## config.mk

```make
export PLATFORM = sky130hd
export DESIGN_NAME = mfas_ctrl
export DESIGN_NICKNAME = d
export VERILOG_FILES = /design/src/design/mfas_pkg.sv /design/src/design/mfas_ctrl.sv
export SDC_FILE = /design/constraint.sdc
export NUM_CORES = 1
export LEC_CHECK = 0
export BUFFER_PORTS_ARGS = -buffer_cell sky130_fd_sc_hd__buf_2
export CAP_MARGIN = 20
export CORE_MARGIN = 2
export CORE_UTILIZATION = 28
export CTS_BUF_LIST = sky130_fd_sc_hd__clkbuf_8
export CTS_CLUSTER_SIZE = 40
export DETAILED_ROUTE_END_ITERATION = 6
export SETUP_SLACK_MARGIN = 0.15
export SYNTH_ARGS = -nofsm -noshare
export SYNTH_HDL_FRONTEND = slang
export SYNTH_SLANG_ARGS = --single-unit
```

## constraint.sdc

```tcl
create_clock -name clk -period 5.7 [get_ports clk]
set_input_delay 0.285 -clock clk [delete_from_list [all_inputs] [get_ports clk]]
set_output_delay 0.285 -clock clk [all_outputs]
set_load 0.01 [all_outputs]
```

## src/design/mfas_pkg.sv

```systemverilog
package mfas_pkg;

	// item actions
	localparam logic [1:0] ACTION_WEIGHT = 2'd0;
	localparam logic [1:0] ACTION_BIAS   = 2'd1;
	localparam logic [1:0] ACTION_SAMPLE = 2'd2;

	// configuration register indexes
	localparam int CFG_IDX_W  = 2;
	localparam int CFG_DATA_W = 5;
	localparam logic [CFG_IDX_W-1:0] REG_INPUT_COUNT = 2'd0;
	localparam logic [CFG_IDX_W-1:0] REG_LAYER_COUNT = 2'd1;
	localparam logic [CFG_IDX_W-1:0] REG_NODE_COUNT  = 2'd2;

	// result status codes
	localparam logic STATUS_OK       = 1'b0;
	localparam logic STATUS_MISMATCH = 1'b1;

	// accumulator holds 24 fractional bits, quotient is the accumulator over 2^16
	localparam int ACC_W = 52;
	localparam int QUO_W = ACC_W - 16;

	typedef struct packed {
		logic [1:0]         action;
		logic [2:0]         layer_index;
		logic [3:0]         source_index;
		logic [3:0]         dest_index;
		logic signed [15:0] value;
		logic               sample_last;
	} item_t;

	typedef struct packed {
		logic [15:0] activation;
		logic        status;
	} result_t;

	typedef enum logic [1:0] {
		TERM_BIAS,
		TERM_INPUT,
		TERM_HIDDEN
	} term_kind_t;

	// controller to datapath
	typedef struct packed {
		logic       load;
		logic       sample_wr;
		logic [5:0] sample_addr;
		logic       issue;
		term_kind_t kind;
		logic [3:0] layer;
		logic [5:0] src;
		logic [3:0] dest;
		logic       cur;
		logic [5:0] fan;
		logic       div_start;
		logic       sig_load;
		logic       act_write;
		logic       out_load;
		logic       out_err;
	} ctrl_cmd_t;

	// datapath to controller
	typedef struct packed {
		logic div_busy;
		logic div_done;
		logic out_free;
	} dp_status_t;

	// sigmoid sample points at x = 0, 0.5, ..., 8
	function automatic logic [15:0] sig_point(input logic [4:0] idx);
		logic [15:0] v;
		case (idx)
			5'd0:    v = 16'd32768;
			5'd1:    v = 16'd40793;
			5'd2:    v = 16'd47911;
			5'd3:    v = 16'd53581;
			5'd4:    v = 16'd57724;
			5'd5:    v = 16'd60565;
			5'd6:    v = 16'd62428;
			5'd7:    v = 16'd63615;
			5'd8:    v = 16'd64357;
			5'd9:    v = 16'd64816;
			5'd10:   v = 16'd65097;
			5'd11:   v = 16'd65269;
			5'd12:   v = 16'd65374;
			5'd13:   v = 16'd65438;
			5'd14:   v = 16'd65476;
			5'd15:   v = 16'd65500;
			default: v = 16'd65514;
		endcase
		return v;
	endfunction

	// table sigmoid with linear interpolation, Q8.8 in, Q0.16 out
	function automatic logic [15:0] sigmoid_q16(input logic signed [15:0] x);
		logic [15:0] a;
		logic [8:0]  i;
		logic [6:0]  f;
		logic [15:0] t0;
		logic [15:0] t1;
		logic [19:0] slope;
		logic [16:0] v;
		a = x[15] ? 16'(-x) : 16'(x);
		i = a[15:7];
		f = a[6:0];
		if (i >= 9'd16) begin
			v = 17'(sig_point(5'd16));
		end else begin
			t0 = sig_point(i[4:0]);
			t1 = sig_point(5'(i[4:0] + 5'd1));
			slope = 20'(t1 - t0) * 20'(f) + 20'd64;
			v = 17'(t0) + 17'(slope[19:7]);
		end
		if (x[15]) begin
			v = 17'h10000 - v;
		end
		return v[15:0];
	endfunction

endpackage

```

## src/design/mfas_ctrl.sv

```systemverilog
module mfas_ctrl #(
	parameter int MAX_INPUTS = 16,
	parameter int MAX_NODES  = 10,
	parameter int MAX_LAYERS = 8
) (
	input  logic                            clk,
	input  logic                            arst_n,
	input  logic                            cfg_write_en,
	input  logic [mfas_pkg::CFG_IDX_W-1:0]  cfg_index,
	input  logic [mfas_pkg::CFG_DATA_W-1:0] cfg_data,
	input  logic                            item_valid,
	output logic                            item_ready,
	input  logic [1:0]                      item_action,
	input  logic                            item_last,
	input  mfas_pkg::dp_status_t            status,
	output mfas_pkg::ctrl_cmd_t             cmd
);

	typedef enum logic [3:0] {
		ST_IDLE,
		ST_NODE,
		ST_TERM,
		ST_DRAIN,
		ST_DIV_START,
		ST_DIV,
		ST_SIG,
		ST_NEXT,
		ST_OUT,
		ST_ERR
	} state_t;

	state_t      state_q;
	logic [4:0]  in_cnt_q;
	logic [3:0]  lay_cnt_q;
	logic [3:0]  node_cnt_q;
	logic [4:0]  smp_cnt_q;
	logic [3:0]  l_q;
	logic [3:0]  j_q;
	logic [5:0]  p_q;
	logic [5:0]  fan_q;
	logic        cur_q;
	logic        drain_q;

	logic        accept;
	logic        is_sample;
	logic [4:0]  smp_next;
	logic        mismatch;
	logic [4:0]  layers_c;
	logic [3:0]  nodes_c;
	logic        last_layer;

	// clamped layer and node counts
	always_comb begin
		if (lay_cnt_q == 4'd0) begin
			layers_c = 5'd1;
		end else if (int'(lay_cnt_q) > MAX_LAYERS) begin
			layers_c = 5'(MAX_LAYERS);
		end else begin
			layers_c = 5'(lay_cnt_q);
		end
		if (node_cnt_q == 4'd0) begin
			nodes_c = 4'd1;
		end else if (int'(node_cnt_q) > MAX_NODES) begin
			nodes_c = 4'(MAX_NODES);
		end else begin
			nodes_c = node_cnt_q;
		end
	end

	assign last_layer = (5'(l_q) == layers_c - 5'd1);
	assign item_ready = (state_q == ST_IDLE);
	assign accept     = item_valid && item_ready;
	assign is_sample  = (item_action == mfas_pkg::ACTION_SAMPLE);
	assign smp_next   = (smp_cnt_q < 5'd31) ? smp_cnt_q + 5'd1 : smp_cnt_q;
	assign mismatch   = (in_cnt_q == 5'd0) || (int'(in_cnt_q) > MAX_INPUTS)
		|| (smp_next != in_cnt_q);

	// commands to the datapath
	always_comb begin
		cmd             = '0;
		cmd.load        = accept;
		cmd.sample_wr   = int'(smp_cnt_q) < MAX_INPUTS;
		cmd.sample_addr = 6'(smp_cnt_q);
		cmd.kind        = mfas_pkg::TERM_BIAS;
		cmd.layer       = l_q;
		cmd.src         = p_q;
		cmd.dest        = j_q;
		cmd.cur         = cur_q;
		cmd.fan         = fan_q;
		case (state_q)
			ST_NODE: begin
				cmd.issue = 1'b1;
			end
			ST_TERM: begin
				cmd.issue = 1'b1;
				cmd.kind  = (l_q == 4'd0) ? mfas_pkg::TERM_INPUT : mfas_pkg::TERM_HIDDEN;
			end
			ST_DIV_START: cmd.div_start = 1'b1;
			ST_SIG:       cmd.sig_load  = 1'b1;
			ST_NEXT:      cmd.act_write = !last_layer;
			ST_OUT:       cmd.out_load  = status.out_free;
			ST_ERR:       cmd.out_err   = status.out_free;
			default: ;
		endcase
	end

	// state, configuration and loop counters
	always_ff @(posedge clk or negedge arst_n) begin
		if (!arst_n) begin
			state_q    <= ST_IDLE;
			in_cnt_q   <= 5'd16;
			lay_cnt_q  <= 4'd4;
			node_cnt_q <= 4'd10;
			smp_cnt_q  <= 5'd0;
			l_q        <= 4'd0;
			j_q        <= 4'd0;
			p_q        <= 6'd0;
			fan_q      <= 6'd0;
			cur_q      <= 1'b0;
			drain_q    <= 1'b0;
		end else begin
			if (cfg_write_en) begin
				case (cfg_index)
					mfas_pkg::REG_INPUT_COUNT: in_cnt_q   <= cfg_data;
					mfas_pkg::REG_LAYER_COUNT: lay_cnt_q  <= cfg_data[3:0];
					mfas_pkg::REG_NODE_COUNT:  node_cnt_q <= cfg_data[3:0];
					default: ;
				endcase
			end
			case (state_q)
				ST_IDLE: begin
					if (accept && is_sample) begin
						smp_cnt_q <= smp_next;
						if (item_last) begin
							smp_cnt_q <= 5'd0;
							if (mismatch) begin
								state_q <= ST_ERR;
							end else begin
								l_q     <= 4'd0;
								j_q     <= 4'd0;
								cur_q   <= 1'b0;
								fan_q   <= 6'(in_cnt_q);
								state_q <= ST_NODE;
							end
						end
					end
				end
				ST_NODE: begin
					p_q     <= 6'd0;
					state_q <= ST_TERM;
				end
				ST_TERM: begin
					if (p_q == fan_q - 6'd1) begin
						drain_q <= 1'b0;
						state_q <= ST_DRAIN;
					end else begin
						p_q <= p_q + 6'd1;
					end
				end
				ST_DRAIN: begin
					drain_q <= 1'b1;
					if (drain_q) begin
						state_q <= ST_DIV_START;
					end
				end
				ST_DIV_START: state_q <= ST_DIV;
				ST_DIV: begin
					if (status.div_done) begin
						state_q <= ST_SIG;
					end
				end
				ST_SIG: state_q <= ST_NEXT;
				ST_NEXT: begin
					if (last_layer) begin
						state_q <= ST_OUT;
					end else if (j_q == nodes_c - 4'd1) begin
						j_q     <= 4'd0;
						l_q     <= l_q + 4'd1;
						cur_q   <= !cur_q;
						fan_q   <= 6'(nodes_c);
						state_q <= ST_NODE;
					end else begin
						j_q     <= j_q + 4'd1;
						state_q <= ST_NODE;
					end
				end
				ST_OUT, ST_ERR: begin
					if (status.out_free) begin
						state_q <= ST_IDLE;
					end
				end
				default: state_q <= ST_IDLE;
			endcase
		end
	end

	// frame counter is cleared for the whole inference
	assert property (@(posedge clk) disable iff (!arst_n)
		(state_q != ST_IDLE) |-> (smp_cnt_q == 5'd0))
		else $error("sample counter not cleared during inference");

	// divider must be free when a node is handed to it
	assert property (@(posedge clk) disable iff (!arst_n)
		(state_q == ST_DIV_START) |-> !status.div_busy)
		else $error("divider started while busy");

	// term index stays inside the fan-in
	assert property (@(posedge clk) disable iff (!arst_n)
		(state_q == ST_TERM) |-> (p_q < fan_q))
		else $error("term index beyond fan-in");

endmodule

```

---- Word-level counts from Yosys, hierarchy flattened ----
Index checks and enable logic that the tools add are counted.
operators by class
  add/subtract/negate cells ............... 7
  magnitude comparators ................... 5
  eq/ne operators ......................... 26
  multiplexer cells ....................... 48
  reductions and logical operators ........ 26
operators with widths
  cell                                                                    number
  4-bit 2-to-1 mux                                                        18
  6-bit 2-to-1 mux                                                        6
  4-bit one-hot mux with 9 select lines                                   1
  6-bit one-hot mux with 2 select lines                                   2
  4-bit by 3-bit equality test with 1-bit output (second input constant)  4
  4-bit zero test                                                         4
  2-bit inequality test (second input constant)                           8
  4-bit one-hot mux with 2 select lines                                   2
  5-bit 2-to-1 mux                                                        3
  1-bit 2-to-1 mux                                                        12
  2-bit AND reduction                                                     6
  6-bit AND reduction                                                     2
  5-bit less-than comparator (second input constant)                      2
  4-bit by 1-bit adder with 4-bit output (second input constant)          2
  4-bit by 2-bit equality test with 1-bit output (second input constant)  2
  4-bit equality test (second input constant)                             2
  4-bit greater-than comparator (second input constant)                   2
  6-bit by 1-bit adder with 6-bit output (second input constant)          1
  6-bit equality test                                                     1
  2-bit nonzero test                                                      3
  6-bit by 1-bit subtractor with 6-bit output (second input constant)     1
  5-bit by 1-bit adder with 5-bit output (second input constant)          1
  4-bit by 5-bit equality test with 1-bit output                          1
  5-bit greater-than comparator (second input constant)                   1
  other kinds (17)                                                        25
word-level totals
  bits in registers ....................... 44
  output and inout bits ................... 38

---- Logic depth before layout (Yosys ltp) ----
  depth in word-level cells ............... 8
  depth in mapped cells ................... 11
  depth with buffers taken out ............ 10

---- Worst setup path before layout ----
No wires, ideal clock.
  path kind ............................... reg2reg
  start point ............................. register smp_cnt_q[0]
  end point ............................... register cur_q
  library setup time ...................... 128 ps
  arrival ................................. 2693 ps
  data required time ...................... 5572 ps
  setup slack ............................. 2879 ps
  cell stages (with the launch flop) ...... 8
  cell sequence ........................... dfrtp_1 -> ha_1 -> and2_1 -> a31oi_1 -> or4b_4 -> a2111o_1 -> a21oi_4 -> mux2_1
between the ends
  longest elaborated chain between the ends .. 6
ends and longest elaborated chain
  element                                                                                      line              text
  start: declaration                                                                           mfas_ctrl.sv:36   logic [4:0] smp_cnt_q;
  start signal: assignment                                                                     mfas_ctrl.sv:133  smp_cnt_q <= smp_next;
  5-bit by 1-bit adder with 5-bit output / 5-bit less-than comparator (equally long branches)  mfas_ctrl.sv:74   assign smp_next = (smp_cnt_q < 5'd31) ? smp_cnt_q + 5'd1 : smp_cnt_q;
  5-bit 2-to-1 mux (*)                                                                         mfas_ctrl.sv:74
  5-bit inequality test (*)                                                                    mfas_ctrl.sv:76   || (smp_next != in_cnt_q);
  1-bit logical OR (*)                                                                         mfas_ctrl.sv:76
  2-bit inequality test (no source line) (*)                                                   --
  6-bit AND reduction (no source line) (*)                                                     --
  end signal: assignment                                                                       mfas_ctrl.sv:179  cur_q <= !cur_q;
  end: declaration                                                                             mfas_ctrl.sv:41   logic cur_q;
Mark *: on every way between the ends. The rest lies on a longest branch, timed or not.
A chain may end at the register's enable or synchronous reset.

---- Worst setup path after layout ----
Same ends and word-level chain as after synthesis.

==> results.md <==
- The internal portion of the total power is 0.799 mW.
- The worst ir drop on vdd is 0.000193 V.
- The antenna diode instance count is 0.
- After detailed routing, the total wire length is 7080 um.
- The die is 104 um tall.
- The largest fanout of any net on the critical path is 10.
- Summed over all cells, the static leakage comes to 1.50 nW.
- The count of cell types in the netlist is 52.
- The post-cts sizing count is 0.
- The number of remaining DRC errors is 0.
- For the worst setup path, the data required time is 5.88 ns.
- After synthesis, the mean cell area works out to 9.19 um2.
- The average wire per cell in the routed design is 14.5 um.
- The weighted congestion reported at the end of routability-driven placement is 0.853.
- The number of buffers created by CTS is 5.
- The cell type with the highest aggregate area in the netlist is sky130_fd_sc_hd__dfrtp_1.
- The floorplan step defined a die boundary enclosing approximately 11,000 um2.
- The detail route stage leaves a number of antenna-violating nets equal to 0.
- The sequential fraction of the synthesis area is 0.386.
- The worst path needs 3.06 ns of the cycle, external delays included.
- The number of hold buffers added after CTS was 0.
- Ranked by total cell area, the synthesized netlist is headed by sky130_fd_sc_hd__dfrtp_1 35%, sky130_fd_sc_hd__mux2_2 5.6%, sky130_fd_sc_hd__dfstp_2 3.8%, sky130_fd_sc_hd__ha_1 3.6%, sky130_fd_sc_hd__a21oi_1 3.2%.
- The overall fraction of global-route tracks in use is 0.132.
- The number of buffer cells added on primary ports is 51.
- The worst setup path is launched from a flop.
- Clock tree synthesis found a total of 43 sinks.
- For this run the aggregate overflow at the end of global routing stands at 0.
- The number of global-route vias before repair is 2,431.
- The final-layout fill cell count is about 1,100.
- The number of placement rows is 36.
- The start-to-end type of the worst setup path is reg2reg.
- The final number of max-transition violations was 0.
- Setup repair after global routing left no endpoint under its margin.
- CTS placed an instance of sky130_fd_sc_hd__clkbuf_8 at the clock tree root.
- The switching part of the total power is 0.404.
- The core region is roughly 9700 um2.
- Summing over every cut layer, the via total after detailed routing is 2,462.
- The cell area after synthesis is roughly 2800 um2.
- The maximum number of pins on one net before global-route repair is 44.
- The initial antenna violation count was 0.
- For this run, the number of Yosys warnings is 0.
- The worst setup path is captured at a flop.
- The area share of the largest cell type after synthesis is 0.348.
- The area of all placed cells without fillers is 3340 um2.
- Leaving out fill and tap cells, the most frequent cell in the layout is sky130_fd_sc_hd__buf_2.
- The fraction of registers with async set/reset is 1.00.
- The die outline width is ~100 um.
- The register clock-pin slew on the reported worst setup and hold paths is 0.08 ns.
- The run finished with clean final reports.
- The deepest clock path buffer count is 2.
- For the final database, setup skew stands at ~0.013 ns.
- The post-CTS setup-driven buffer insertion count is 0.
- The first global-routing pass estimated 11,900 um of wire.
- The tool flagged a number of max-cap violations equal to 0.
- STA puts the critical path data arrival time at about 3.3 ns.
- Timing would allow up to 327 MHz.
- For this run, the leading register cell type out of synthesis is sky130_fd_sc_hd__dfrtp_1.
- The clock insertion delay at the later pin of the skew report is 0.30 ns.
- Summing all placed instances gives a cell area of 3160 um2.
- The post-synthesis to final-layout area growth is 19.1%.
- After synthesis the netlist holds a flip-flop and latch count of 43.
- Leaving out fill and tap cells, the most frequent cells in the layout are 51 x sky130_fd_sc_hd__buf_2, 39 x sky130_fd_sc_hd__dfrtp_1, 24 x sky130_fd_sc_hd__nor2_1, 20 x sky130_fd_sc_hd__nand2_1, 18 x sky130_fd_sc_hd__a21oi_1.
- For this block, the initial DRC count from the detailed router was 147.
- Of the cells placed in the final design, the portion with a size suffix greater than 1 is 0.239.
- Of the total power, combinational logic draws 0.399.
- The reported net switching power is roughly 0.54 mW.
- Synthesis produced approximately 300 cells.
- Adding up every negative setup slack in the final design gives 0 ns.
- The final net count is roughly 380.
- Of the total power, the clock network draws 0.214.
- The final number of hold-violating endpoints was 0.
- The CTS tree is built.
- Of the total power, registers draw 0.386.
- In the finished design, the share of the clock period the worst path needs comes to 0.537.
- The count of H-tree levels built during CTS is 2.
- The total iterations of the first detailed-routing run is 4.
- The areal power density over the cells is around 400 nW/um2.
- Setup violations remaining at the end of the flow were counted as 0.
- Headroom to the max-slew limit came out at 0.495.
- The class of the most critical hold timing path is in2reg.
- The number of top-level design ports is 55.
- Yosys mapped a number of flops with a built-in enable equal to 0.
- The transition time of the tightest slew-check pin is 0.756 ns.
- The detailed placer's ending HPWL is 5320 um.
- The initial utilization of the core area, before any placement, comes to 0.288.
- The number of vias per cell after detailed routing is about 5.
==> flip-flops by register name (all words and copies together), names as in the netlist <==
name / cells
cur_q: 1
j_q: 4
lay_cnt_q: 4
p_q: 6
state_q: 4
smp_cnt_q: 5
drain_q: 1
fan_q: 5
in_cnt_q: 5
node_cnt_q: 4
l_q: 4
==> cell usage after synthesis (2+ instances only) <==
master / number
sky130_fd_sc_hd__o21ai_0: 15
sky130_fd_sc_hd__xnor2_1: 7
sky130_fd_sc_hd__o22ai_1: 3
sky130_fd_sc_hd__and4_1: 2
sky130_fd_sc_hd__nor3b_1: 6
sky130_fd_sc_hd__nand3_1: 12
sky130_fd_sc_hd__ha_1: 8
sky130_fd_sc_hd__o2bb2ai_1: 2
sky130_fd_sc_hd__dfstp_2: 4
sky130_fd_sc_hd__a21o_1: 3
sky130_fd_sc_hd__or2_2: 2
sky130_fd_sc_hd__mux2i_1: 6
sky130_fd_sc_hd__xor2_1: 7
sky130_fd_sc_hd__o22a_1: 6
sky130_fd_sc_hd__nand2_1: 20
sky130_fd_sc_hd__a31oi_1: 9
sky130_fd_sc_hd__or3_1: 7
sky130_fd_sc_hd__inv_1: 13
sky130_fd_sc_hd__nor4bb_1: 2
sky130_fd_sc_hd__nand4_1: 7
sky130_fd_sc_hd__and3b_1: 2
sky130_fd_sc_hd__nand3b_1: 4
sky130_fd_sc_hd__dfrtp_1: 39
sky130_fd_sc_hd__nor2b_1: 5
sky130_fd_sc_hd__a21oi_1: 18
sky130_fd_sc_hd__mux2_2: 14
sky130_fd_sc_hd__o32ai_1: 2
sky130_fd_sc_hd__o31ai_1: 2
sky130_fd_sc_hd__nor3_1: 9
sky130_fd_sc_hd__a211oi_1: 3
sky130_fd_sc_hd__nand2b_1: 4
sky130_fd_sc_hd__o21a_1: 2
sky130_fd_sc_hd__and3_1: 3
sky130_fd_sc_hd__buf_4: 5
sky130_fd_sc_hd__o2111a_1: 2
sky130_fd_sc_hd__clkbuf_1: 7
sky130_fd_sc_hd__and2_1: 5
sky130_fd_sc_hd__nor2_1: 24
==> final timing paths <==
kind / startpoint / endpoint / slack (ns) / depth (start not counted)
hold reg to reg: cur_q / cur_q / 0.52 / 1
max in group asynchronous: arst_n / lay_cnt_q[2] / 4.59 / 3
hold / removal: cfg_data[4] / in_cnt_q[4] / 0.22 / 2
setup reg to reg: smp_cnt_q[0] / cur_q / 2.64 / 7
setup / recovery: smp_cnt_q[0] / cur_q / 2.64 / 7
min in group asynchronous: arst_n / fan_q[3] / 0.51 / 2
==> critical path, cell delays in order, from the launching register on <==
cell and delay, ns:
sky130_fd_sc_hd__dfrtp_1 0.52, sky130_fd_sc_hd__ha_1 0.34, sky130_fd_sc_hd__and2_1 0.18, sky130_fd_sc_hd__a31oi_1 0.15
sky130_fd_sc_hd__or4b_4 0.57, sky130_fd_sc_hd__a2111o_1 0.55, sky130_fd_sc_hd__a21oi_4 0.30, sky130_fd_sc_hd__mux2_1 0.34
==> power groups by stage <==
| stage | clock, mW | combinational, mW | sequential [mW] |
|---|---|---|---|
| after floorplan | 0 | 0.393 | 0.482 |
| after detailed placement | 0 | 0.531 | 0.521 |
| after CTS | 0.294 | 0.534 | 0.516 |
| after global placement | 0 | 0.523 | 0.518 |
| after global routing | 0.308 | 0.602 | 0.535 |
| final | 0.287 | 0.536 | 0.518 |
==> through the flow <==
step / setup WS (ns) / utilization / total power, mW / instances / hold WS [ns]
6_report: 2.64 / 0.343 / 1.34 / 488 / 0.221
5_1_grt: 2.50 / 0.343 / 1.45 / 488 / 0.213
4_1_cts: 2.64 / 0.339 / 1.34 / 486 / 0.175
3_5_place_dp: 2.68 / 0.325 / 1.05 / 478 / 0.510
3_3_place_gp: 2.69 / 0.325 / 1.04 / 478 / 0.492
2_1_floorplan: 2.88 / - / 0.876 / 306 / -0.0106
==> per-layer routing <==
metal	wire length [um]	global-route usage	part of all wire
met5	0	0	0
met4	43	0.0338	0.0061
met3	373	0.0338	0.053
met2	3210	0.205	0.45
met1	3450	0.183	0.49
==> cell families (layout without fill, tap and decap cells) <==
| logic type | Yosys count | after routing | synth area share |
|---|---|---|---|
| compound gates | 74 | 74 | 0.179 |
| fa+ha+maj | 8 | 8 | 0.0357 |
| other cells | 1 | 2 | 0.00134 |
| mux | 21 | 21 | 0.0817 |
| flops | 43 | 43 | 0.386 |
| buf+inv | 25 | 74 | 0.0402 |
| simple gates | 119 | 119 | 0.233 |
| xor+xnor | 14 | 14 | 0.0438 |
==> area by class of cell <==
type,instances,area (um2),share of cell area
flip-flops and latches,43,1080,0.324
repair buffers,53,293,0.0877
multi-input cells,238,1610,0.483
inverters,13,48.8,0.0146
clock inverters,3,67.6,0.0202
well taps,133,166,0.0499
clock buffers,5,68.8,0.0206
Note: power is estimated with default switching activity, not from simulation.
